<file path="config.mk">
export PLATFORM = sky130hd
export DESIGN_NAME = cascade_pid_setpoint
export DESIGN_NICKNAME = d
export VERILOG_FILES = /design/src/design/cps_pkg.sv /design/src/design/cps_front.sv /design/src/design/cps_work_fifo.sv /design/src/design/cps_back.sv /design/src/design/cascade_pid_setpoint.sv
export SDC_FILE = /design/constraint.sdc
export NUM_CORES = 2
export LEC_CHECK = 0
export ABC_AREA = 1
export BUFFER_PORTS_ARGS = -buffer_cell sky130_fd_sc_hd__buf_2
export CAP_MARGIN = 20
export CORE_UTILIZATION = 60
export DETAILED_ROUTE_END_ITERATION = 6
export PLACE_DENSITY = 0.81
export SETUP_SLACK_MARGIN = 0.15
export SYNTH_ARGS = -nofsm -noshare
export SYNTH_HDL_FRONTEND = slang
export SYNTH_HIERARCHICAL = 1
export SYNTH_SLANG_ARGS = --single-unit
</file>
<file path="constraint.sdc">
create_clock -name i_clk -period 22.9 [get_ports i_clk]
set_input_delay 4.58 -clock i_clk [delete_from_list [all_inputs] [get_ports i_clk]]
set_output_delay 4.58 -clock i_clk [all_outputs]
set_load 0.005 [all_outputs]
</file>
<file path="src/design/cps_pkg.sv">
// Shared types, constants and saturation helpers for the cascade PID setpoint block.
// No dependencies; every other design file imports this package.
package cps_pkg;

    // Configuration port geometry
    localparam int CFG_IDX_W  = 3;
    localparam int CFG_DATA_W = 16;

    // Integrator runs once every INTEGRAL_PERIOD+1 active requests
    localparam int TICK_W = 6;
    localparam logic [TICK_W-1:0] INTEGRAL_PERIOD = TICK_W'(60);

    // Internal queue geometry (work queue and result queue)
    localparam int FIFO_DEPTH = 4;
    localparam int PTR_W      = $clog2(FIFO_DEPTH);
    localparam int CNT_W      = $clog2(FIFO_DEPTH + 1);

    // Temperature codes
    localparam logic signed [15:0] TEMP_INVALID  = 16'sh8000;
    localparam logic signed [17:0] FRIDGE_MARGIN = 18'sd1024;

    // Register indexes
    typedef enum logic [CFG_IDX_W-1:0] {
        CFG_BEER_TARGET  = 3'd0,
        CFG_GAIN_P       = 3'd1,
        CFG_GAIN_I       = 3'd2,
        CFG_GAIN_D       = 3'd3,
        CFG_INT_ERR_LIM  = 3'd4,
        CFG_SP_FLOOR     = 3'd5,
        CFG_SP_CEILING   = 3'd6,
        CFG_MAX_OFFSET   = 3'd7
    } t_cfg_idx;

    // Classification of an accepted request
    typedef enum logic [1:0] {
        KIND_HOLD    = 2'd0,   // not in beer mode: setpoint unchanged
        KIND_INVALID = 2'd1,   // beer setpoint marked invalid
        KIND_ACTIVE  = 2'd2    // full PID evaluation
    } t_kind;

    typedef struct packed {
        logic signed [15:0] beer_slow_temp;
        logic signed [15:0] beer_slope;
        logic signed [15:0] fridge_fast_temp;
        logic               ctrl_idle;
        logic               beer_mode;
    } t_cps_in;

    typedef struct packed {
        logic signed [15:0] fridge_target;
        logic signed [15:0] p_term;
        logic signed [31:0] i_term;
        logic signed [15:0] d_term;
    } t_cps_out;

    typedef struct packed {
        logic signed [15:0] beer_target;
        logic signed [15:0] gain_p;
        logic signed [15:0] gain_i;
        logic signed [15:0] gain_d;
        logic        [14:0] integral_error_limit;
        logic signed [15:0] setpoint_floor;
        logic signed [15:0] setpoint_ceiling;
        logic        [14:0] max_offset;
    } t_cps_cfg;

    // Classified request handed from the front end to the back end
    typedef struct packed {
        t_kind              kind;
        logic               tick;
        logic               ctrl_idle;
        logic signed [15:0] err;
        logic signed [15:0] p_term;
        logic signed [15:0] d_term;
        logic signed [15:0] fridge_fast_temp;
    } t_cps_work;

    // Back end: integrator stage to setpoint stage
    typedef struct packed {
        t_kind              kind;
        logic signed [31:0] acc;
        logic signed [15:0] p_term;
        logic signed [15:0] d_term;
    } t_cps_stage;

    function automatic logic signed [15:0] sat16(input logic signed [39:0] v);
        logic signed [15:0] r;
        if (v > 40'sd32767)       r = 16'sh7FFF;
        else if (v < -40'sd32768) r = 16'sh8000;
        else                      r = v[15:0];
        return r;
    endfunction

    function automatic logic signed [31:0] sat32(input logic signed [39:0] v);
        logic signed [31:0] r;
        if (v > 40'sd2147483647)       r = 32'sh7FFF_FFFF;
        else if (v < -40'sd2147483648) r = 32'sh8000_0000;
        else                           r = v[31:0];
        return r;
    endfunction

endpackage

</file>
<file path="src/design/cps_front.sv">
// Front end: classifies each accepted request, forms the error, P and D terms
// and owns the integrator tick counter. Depends on cps_pkg.
module cps_front (
    input  logic                i_clk,
    input  logic                i_rst_n,
    input  cps_pkg::t_cps_cfg   i_cfg,
    input  logic                i_accept,
    input  cps_pkg::t_cps_in    i_item,
    output cps_pkg::t_cps_work  o_work
);
    import cps_pkg::*;

    logic [TICK_W-1:0]  r_tick_cnt, n_tick_cnt;
    logic signed [16:0] w_diff;
    logic signed [15:0] w_err;
    logic signed [31:0] w_prod_p, w_prod_d;
    t_kind              w_kind;
    logic               w_tick;

    // Error, saturated to 16 bits
    assign w_diff = 17'(i_cfg.beer_target) - 17'(i_item.beer_slow_temp);
    assign w_err  = sat16(40'(w_diff));

    // Proportional and derivative products, floor-scaled by 2^-9
    assign w_prod_p = i_cfg.gain_p * w_err;
    assign w_prod_d = i_cfg.gain_d * i_item.beer_slope;

    // Classification
    always_comb begin
        if (!i_item.beer_mode)                    w_kind = KIND_HOLD;
        else if (i_cfg.beer_target == TEMP_INVALID) w_kind = KIND_INVALID;
        else                                      w_kind = KIND_ACTIVE;
    end

    assign w_tick = (w_kind == KIND_ACTIVE) && (r_tick_cnt >= INTEGRAL_PERIOD);

    // Tick counter advances only on active requests
    always_comb begin
        n_tick_cnt = r_tick_cnt;
        if (i_accept && w_kind == KIND_ACTIVE) begin
            n_tick_cnt = w_tick ? '0 : r_tick_cnt + 1'b1;
        end
    end

    always_ff @(posedge i_clk) begin
        if (!i_rst_n) r_tick_cnt <= '0;
        else          r_tick_cnt <= n_tick_cnt;
    end

    assign o_work.kind             = w_kind;
    assign o_work.tick             = w_tick;
    assign o_work.ctrl_idle        = i_item.ctrl_idle;
    assign o_work.err              = w_err;
    assign o_work.p_term           = sat16(40'(w_prod_p >>> 9));
    assign o_work.d_term           = sat16(40'(w_prod_d >>> 9));
    assign o_work.fridge_fast_temp = i_item.fridge_fast_temp;

endmodule

</file>
<file path="src/design/cps_work_fifo.sv">
// Short queue of classified requests between the front and back ends.
// Depends on cps_pkg.
module cps_work_fifo (
    input  logic                i_clk,
    input  logic                i_rst_n,
    input  logic                i_wr,
    input  cps_pkg::t_cps_work  i_wr_item,
    output logic                o_full,
    input  logic                i_rd,
    output logic                o_valid,
    output cps_pkg::t_cps_work  o_rd_item
);
    import cps_pkg::*;

    t_cps_work         r_mem [FIFO_DEPTH];
    logic [PTR_W-1:0]  r_wr_ptr, r_rd_ptr;
    logic [CNT_W-1:0]  r_cnt;
    logic              w_wr, w_rd;

    assign o_full    = (r_cnt == CNT_W'(FIFO_DEPTH));
    assign o_valid   = (r_cnt != '0);
    assign o_rd_item = r_mem[r_rd_ptr];
    assign w_wr      = i_wr && !o_full;
    assign w_rd      = i_rd && o_valid;

    // Pointers and fill count
    always_ff @(posedge i_clk) begin
        if (!i_rst_n) begin
            r_wr_ptr <= '0;
            r_rd_ptr <= '0;
            r_cnt    <= '0;
        end else begin
            if (w_wr) r_wr_ptr <= r_wr_ptr + 1'b1;
            if (w_rd) r_rd_ptr <= r_rd_ptr + 1'b1;
            r_cnt <= r_cnt + CNT_W'(w_wr) - CNT_W'(w_rd);
        end
    end

    // Storage
    always_ff @(posedge i_clk) begin
        if (w_wr) r_mem[r_wr_ptr] <= i_wr_item;
    end

endmodule

</file>
<file path="src/design/cps_back.sv">
// Back end: integrator update, I term, setpoint sum and clamp, result queue.
// Depends on cps_pkg.
module cps_back (
    input  logic                i_clk,
    input  logic                i_rst_n,
    input  cps_pkg::t_cps_cfg   i_cfg,
    input  logic                i_q_valid,
    input  cps_pkg::t_cps_work  i_q_item,
    output logic                o_q_pop,
    input  logic                i_pop,
    output logic                o_empty,
    output cps_pkg::t_cps_out   o_item
);
    import cps_pkg::*;

    // State
    logic signed [31:0] r_acc;
    logic signed [15:0] r_fs;
    logic               r_s1_valid;
    t_cps_stage         r_s1;

    // Result queue
    t_cps_out          r_out_mem [FIFO_DEPTH];
    logic [PTR_W-1:0]  r_wr_ptr, r_rd_ptr;
    logic [CNT_W-1:0]  r_out_cnt;

    logic               w_a_fire, w_b_fire, w_pop_fire;

    // Common bound operands, 18-bit signed
    logic signed [17:0] w_bt18, w_fs18, w_floor18, w_ceil18, w_mo18, w_ff18;

    // Integrator stage signals
    logic signed [16:0] w_err17;
    logic        [16:0] w_abs_err;
    logic               w_small, w_up_pos, w_acc_pos, w_hold;
    logic signed [33:0] w_upd;
    logic signed [31:0] w_acc_next;

    // Setpoint stage signals
    logic signed [47:0] w_prod_i;
    logic signed [31:0] w_i_term;
    logic signed [33:0] w_sum34;
    logic signed [17:0] w_sum18, w_lo18, w_hi18, w_clamp18;
    t_cps_out           w_result;

    assign w_bt18    = 18'(i_cfg.beer_target);
    assign w_fs18    = 18'(r_fs);
    assign w_floor18 = 18'(i_cfg.setpoint_floor);
    assign w_ceil18  = 18'(i_cfg.setpoint_ceiling);
    assign w_mo18    = $signed({3'b000, i_cfg.max_offset});
    assign w_ff18    = 18'(i_q_item.fridge_fast_temp);

    // Handshakes: a tick request reads the setpoint, so it waits until the
    // request ahead of it has left the setpoint stage
    assign w_b_fire   = r_s1_valid && (r_out_cnt != CNT_W'(FIFO_DEPTH));
    assign w_a_fire   = i_q_valid && (!r_s1_valid || w_b_fire)
                        && !(i_q_item.tick && r_s1_valid);
    assign o_q_pop    = w_a_fire;
    assign w_pop_fire = i_pop && !o_empty;

    // Anti-windup integrator update
    assign w_err17   = 17'(i_q_item.err);
    assign w_abs_err = (w_err17 < 0) ? 17'(-w_err17) : 17'(w_err17);
    assign w_small   = w_abs_err < {2'b00, i_cfg.integral_error_limit};
    assign w_up_pos  = i_q_item.err > 0;
    assign w_acc_pos = r_acc > 0;
    assign w_hold    = (w_fs18 >= w_ceil18) || (w_fs18 <= w_floor18)
                       || (w_fs18 - w_bt18 >= w_mo18) || (w_bt18 - w_fs18 >= w_mo18)
                       || (!w_up_pos && w_ff18 > w_fs18 + FRIDGE_MARGIN)
                       || (w_up_pos && w_ff18 < w_fs18 - FRIDGE_MARGIN);

    always_comb begin
        if (!i_q_item.ctrl_idle) begin
            w_upd = '0;
        end else if (w_small) begin
            if (w_up_pos == w_acc_pos) w_upd = w_hold ? 34'sd0 : 34'(i_q_item.err);
            else                       w_upd = 34'(i_q_item.err) <<< 1;
        end else begin
            w_upd = -(34'(r_acc >>> 3));
        end
    end

    assign w_acc_next = sat32(40'(34'(r_acc) + w_upd));

    // Integral register and stage register
    always_ff @(posedge i_clk) begin
        if (!i_rst_n) begin
            r_acc      <= '0;
            r_s1_valid <= 1'b0;
        end else begin
            if (w_a_fire && i_q_item.tick) r_acc <= w_acc_next;
            if (w_a_fire)                  r_s1_valid <= 1'b1;
            else if (w_b_fire)             r_s1_valid <= 1'b0;
        end
    end

    always_ff @(posedge i_clk) begin
        if (w_a_fire) begin
            r_s1.kind   <= i_q_item.kind;
            r_s1.acc    <= i_q_item.tick ? w_acc_next : r_acc;
            r_s1.p_term <= i_q_item.p_term;
            r_s1.d_term <= i_q_item.d_term;
        end
    end

    // I term and setpoint sum
    assign w_prod_i = i_cfg.gain_i * r_s1.acc;
    assign w_i_term = sat32(40'(w_prod_i >>> 9));
    assign w_sum34  = 34'(i_cfg.beer_target) + 34'(r_s1.p_term) + 34'(w_i_term)
                      + 34'(r_s1.d_term);
    assign w_sum18  = 18'(sat16(40'(w_sum34)));

    // Bounds around beer setpoint; crossed: sum < lo gets lo, else hi
    assign w_lo18 = (w_bt18 <= w_floor18 + w_mo18) ? w_floor18 : w_bt18 - w_mo18;
    assign w_hi18 = (w_bt18 >= w_ceil18 - w_mo18)  ? w_ceil18  : w_bt18 + w_mo18;

    always_comb begin
        if (w_sum18 < w_lo18)      w_clamp18 = w_lo18;
        else if (w_sum18 > w_hi18) w_clamp18 = w_hi18;
        else                       w_clamp18 = w_sum18;
    end

    // Result per request kind
    always_comb begin
        w_result = '0;
        unique case (r_s1.kind)
            KIND_HOLD: begin
                w_result.fridge_target = r_fs;
            end
            KIND_INVALID: begin
                w_result.fridge_target = TEMP_INVALID;
            end
            KIND_ACTIVE: begin
                w_result.fridge_target = w_clamp18[15:0];
                w_result.p_term        = r_s1.p_term;
                w_result.i_term        = w_i_term;
                w_result.d_term        = r_s1.d_term;
            end
            default: begin
                w_result.fridge_target = r_fs;
            end
        endcase
    end

    // Fridge setpoint register
    always_ff @(posedge i_clk) begin
        if (!i_rst_n) begin
            r_fs <= TEMP_INVALID;
        end else if (w_b_fire) begin
            r_fs <= w_result.fridge_target;
        end
    end

    // Result queue control
    assign o_empty = (r_out_cnt == '0);
    assign o_item  = r_out_mem[r_rd_ptr];

    always_ff @(posedge i_clk) begin
        if (!i_rst_n) begin
            r_wr_ptr  <= '0;
            r_rd_ptr  <= '0;
            r_out_cnt <= '0;
        end else begin
            if (w_b_fire)   r_wr_ptr <= r_wr_ptr + 1'b1;
            if (w_pop_fire) r_rd_ptr <= r_rd_ptr + 1'b1;
            r_out_cnt <= r_out_cnt + CNT_W'(w_b_fire) - CNT_W'(w_pop_fire);
        end
    end

    always_ff @(posedge i_clk) begin
        if (w_b_fire) r_out_mem[r_wr_ptr] <= w_result;
    end

endmodule

</file>
<file path="src/design/cascade_pid_setpoint.sv">
// Cascade PID fridge setpoint. An accepted request passes through the work queue, the
// integrator stage and the setpoint stage, then into the result queue behind the result ports.
// Throughput: one request per cycle while the result queue has room, except that an
// integrator-tick request waits while the request ahead is still in the setpoint stage
// (setpoint feedback loop).
// Reset is synchronous: queues empty, integral and tick count zero, setpoint
// invalid, configuration registers at their defaults.
module cascade_pid_setpoint (
    input  logic                                i_clk,
    input  logic                                i_rst_n,
    input  logic                                push,
    output logic                                full,
    input  cps_pkg::t_cps_in                    i_in_item,
    output logic                                empty,
    input  logic                                pop,
    output cps_pkg::t_cps_out                   o_out_item,
    input  logic                                i_cfg_we,
    input  logic [cps_pkg::CFG_IDX_W-1:0]       i_cfg_idx,
    input  logic [cps_pkg::CFG_DATA_W-1:0]      i_cfg_data
);
    import cps_pkg::*;

    t_cps_cfg   r_cfg;
    t_cps_work  w_work, w_q_item;
    logic       w_accept, w_q_valid, w_q_pop;

    // Configuration registers
    always_ff @(posedge i_clk) begin
        if (!i_rst_n) begin
            r_cfg.beer_target          <= TEMP_INVALID;
            r_cfg.gain_p               <= 16'sd2560;
            r_cfg.gain_i               <= 16'sd128;
            r_cfg.gain_d               <= -16'sd768;
            r_cfg.integral_error_limit <= 15'd256;
            r_cfg.setpoint_floor       <= -16'sd32767;
            r_cfg.setpoint_ceiling     <= 16'sd32767;
            r_cfg.max_offset           <= 15'd5120;
        end else if (i_cfg_we) begin
            unique case (t_cfg_idx'(i_cfg_idx))
                CFG_BEER_TARGET: r_cfg.beer_target          <= i_cfg_data;
                CFG_GAIN_P:      r_cfg.gain_p               <= i_cfg_data;
                CFG_GAIN_I:      r_cfg.gain_i               <= i_cfg_data;
                CFG_GAIN_D:      r_cfg.gain_d               <= i_cfg_data;
                CFG_INT_ERR_LIM: r_cfg.integral_error_limit <= i_cfg_data[14:0];
                CFG_SP_FLOOR:    r_cfg.setpoint_floor       <= i_cfg_data;
                CFG_SP_CEILING:  r_cfg.setpoint_ceiling     <= i_cfg_data;
                CFG_MAX_OFFSET:  r_cfg.max_offset           <= i_cfg_data[14:0];
                default: ;
            endcase
        end
    end

    assign w_accept = push && !full;

    // Front end: classify and form P, D
    cps_front u_front (
        .i_clk    (i_clk),
        .i_rst_n  (i_rst_n),
        .i_cfg    (r_cfg),
        .i_accept (w_accept),
        .i_item   (i_in_item),
        .o_work   (w_work)
    );

    // Decoupling queue
    cps_work_fifo u_work_fifo (
        .i_clk     (i_clk),
        .i_rst_n   (i_rst_n),
        .i_wr      (push),
        .i_wr_item (w_work),
        .o_full    (full),
        .i_rd      (w_q_pop),
        .o_valid   (w_q_valid),
        .o_rd_item (w_q_item)
    );

    // Back end: integrator, setpoint, results
    cps_back u_back (
        .i_clk     (i_clk),
        .i_rst_n   (i_rst_n),
        .i_cfg     (r_cfg),
        .i_q_valid (w_q_valid),
        .i_q_item  (w_q_item),
        .o_q_pop   (w_q_pop),
        .i_pop     (pop),
        .o_empty   (empty),
        .o_item    (o_out_item)
    );

endmodule

</file>
==> impl_metrics.py <==
metrics = {
    "status": {
        "status": "finished clean",
    },
    "die": {
        "initial_core_util_pct": 60.68,
        "ios": 156,
        "die_w_um": 386.4,
        "die_area_um2": 149300,
        "die_h_um": 386.4,
        "fp.coreArea_um2": 146100,
        "rows": 140,
    },
    "synthesis": {
        "avgSynthCellArea_um2": 8.334,
        "synth_edf_count": 658,
        "synth_flop_cell": "edfxtp_1",
        "netlist_area_um2": 88640,
        "ys_types": 72,
        "synth-compound-area-share_pct": 8.902,
        "synthMuxAreaShare_pct": 0,
        "synth_seq_cells": 857,
        "yosys.area_share.simple_pct": 17.05,
        "synth-xor-area-share_pct": 2.635,
        "synthArstFlopShare_pct": 0,
        "synth_fa_ha_area_share_pct": 32.83,
        "ys_warn_count": 6,
        "synthCells": 10637,
        "synth_seq_area_share_pct": 26.78,
        "synth_top_family_by_area": "adder cells",
        "synth_nets": 12398,
    },
    "layout": {
        "final.fill_count": 12131,
        "drive_above_1_share_pct": 4.987,
        "nNetsFinal": 12297,
        "fin_cells": 12527,
        "regArea_um2": 23750,
        "fin_area_um2": 93720,
        "synthToLayoutAreaGrowth_pct": 5.724,
        "layout_common_cells": "inv_1 (2244), nand2_1 (2145), fa_1 (1065), nor2_1 (1002), edfxtp_1 (658)",
        "final_common_cell": "inv_1",
        "multi_input_area_um2": 54520,
    },
    "timing": {
        "fmax_mhz": 73.07,
        "maxSlewViolCount": 0,
        "fin_skew_ns": 0.05064,
        "fin_crit_sh_pct": 59.76,
        "tns_ns": 0,
        "period_minus_slack_ns": 13.69,
        "worst_slew_pin_slew_ns": 1.072,
        "rsz0062_at_grt": "no",
        "slew_headroom_pct": 27.81,
        "finalSetupViolCount": 0,
        "hold_viol_final": 0,
    },
    "clock_network": {
        "clockRootBuffer": "clkbuf_16",
        "holdBufCountCts": 0,
        "cts.repair.resized": 0,
        "clock_sinks": 857,
        "postCtsSetupBuffers": 0,
        "clkTransAtPathRegs_ns": 0.08,
        "h-tree-depth": 3,
        "insertion_delay_ns": 0.72,
        "cts_made_buffers": 86,
        "cts_tree": "yes",
        "cts_buffer_depth": 3,
    },
    "place": {
        "gp_congestion": 1.019,
        "placement.cell_area_um2": 90600,
        "dp_hpwl_um": 200200,
        "place_inst": 12360,
        "port_buffers": 155,
    },
    "route": {
        "detailroute.via_count": 72160,
        "drt_iter0_markers": 7220,
        "ant_nets": 0,
        "wirelength_um": 260500,
        "dr.pass1.iters": 7,
        "viasPerCell": 5.760,
        "wl_per_cell_um": 20.80,
        "drc_errors": 0,
    },
    "job": {
        "cap_violations": 0,
    },
    "hold_path": {
        "hp-class": "reg -> reg",
    },
    "global_route": {
        "grt_pass1_vias": 73630,
        "grtUsageMet1_pct": 44.08,
        "grt_max_degree": 92,
        "grt_pass1_wl_um": 403400,
        "grt-ovfl-total": 0,
        "use_met2_pct": 57.78,
        "grt_busiest_layer": "met2",
        "grtUsageMet3_pct": 6.749,
        "grt_usage_pct": 35.18,
        "antenna_found_initial": 16,
    },
    "worst_setup_path": {
        "critPathSlowestCell": "edfxtp_1",
        "crit_top_cell": "nand2_1",
        "end_kind": "flip-flop",
        "critPathArrivalTime_ns": 14.20,
        "r2r_slack_ns": 9.21,
        "required_ns": 23.42,
        "crit_path_max_incr_delay_ns": 1.01,
        "critPathMaxFanout": 24,
        "critPathLaunchType": "flip-flop",
        "critPathKind": "reg -> reg",
    },
}
==> registers in the layout, indices dropped and copies added (netlist names), named ones only <==
register / count
r_cfg: 126
u_back/r_fs: 16
u_work_fifo/r_wr_ptr: 2
u_back/r_s1: 66
u_back/r_rd_ptr: 2
u_back/r_out_mem: 320
u_work_fifo/r_mem: 272
u_work_fifo/r_cnt: 3
u_work_fifo/r_rd_ptr: 2
u_back/r_out_cnt: 3
u_back/r_s1_valid: 1
u_front/r_tick_cnt: 6
u_back/r_wr_ptr: 2
u_back/r_acc: 32
==> through the flow <==
stage	setup WS, ns	hold slack [ns]	utilization (%)
3_5_place_dp	9.310	0.4470	62.02
5_1_grt	8.222	0.5002	64.15
4_1_cts	9.349	0.4585	64.09
2_1_floorplan	10.48	0.4270	-
3_3_place_gp	9.418	0.4424	62.00
6_report	9.214	0.4604	64.15
==> per-layer routing <==
layer / vias up / share of wire (%)
met5: - / 0.029
met4: 12 / 5.8
met3: 789 / 9.3
met2: 3580 / 47
met1: 34994 / 38
li1: 32785 / -
==> synthesized netlist by cell type, types with 37 or more instances <==
master    instances  area [um^2]
nor3_1           58        290.3
xor2_1          164         1436
dfxtp_1         199         3984
nor2_1         1013         3802
o22ai_1         148        925.9
inv_1          2247         8434
buf_2            47        235.2
nand2_1        2146         8055
a31oi_1          37        231.5
clkbuf_1        293         1100
nand4_1          38        237.7
edfxtp_1        658        19760
nand3_1         301         1506
ha_1            622         7782
o211ai_1         39        292.8
fa_1           1065        21320
o21ai_0         516         2582
a21oi_1         497         2487
xnor2_1          94        823.3
==> cell families (layout without fill, tap and decap cells) <==
| group | after synthesis | count (layout) |
|---|---|---|
| AOI/OAI and AO/OA | 1413 | 1413 |
| xor gates and xnor gates | 262 | 262 |
| adders and majority gates | 1687 | 1687 |
| buffers and inverters | 2701 | 2671 |
| DFF | 857 | 857 |
| other | 0 | 3 |
| and+or+nand+nor | 3717 | 3717 |
==> path summary, 6_finish.rpt <==
| check | startpoint | endpoint | cells after the start |
|---|---|---|---|
| worst min register to register | u_back/r_rd_ptr[1]$_SDFFE_PN0P_ | flip-flop | 2 |
| worst max-delay path | u_back/r_s1[39]$_DFFE_PP_ | u_back/r_out_mem[1][79]$_DFFE_PP_ | 65 |
| worst max register to register | u_back/r_s1[39]$_DFFE_PP_ | u_back/r_out_mem[1][79]$_DFFE_PP_ | 65 |
| worst min-delay path | u_back/r_rd_ptr[1]$_SDFFE_PN0P_ | flip-flop | 2 |
==> layout make-up <==
type	count	share of cell area, %
well taps	1917	2.559
repair buffers	237	1.566
multi-input cells	7079	58.18
flip-flops and latches	857	25.35
diodes	3	0.008010
clock inverters	54	0.7930
clock buffers	105	2.427
inverters	2275	9.123
==> critical path: cells and delay by family, from the launching register on <==
kind                     cells  cell delay [ns]
buffers and inverters       11             1.10
XOR/XNOR                     1             0.20
AO/OA/AOI/OAI               11             2.17
flip-flops                   1             1.01
adder cells (fa/ha/maj)     10             4.80
AND/OR/NAND/NOR             32             4.15
Power is not shown: default switching activity piles up to over one toggle a cycle in this logic, so the estimate is an artifact.
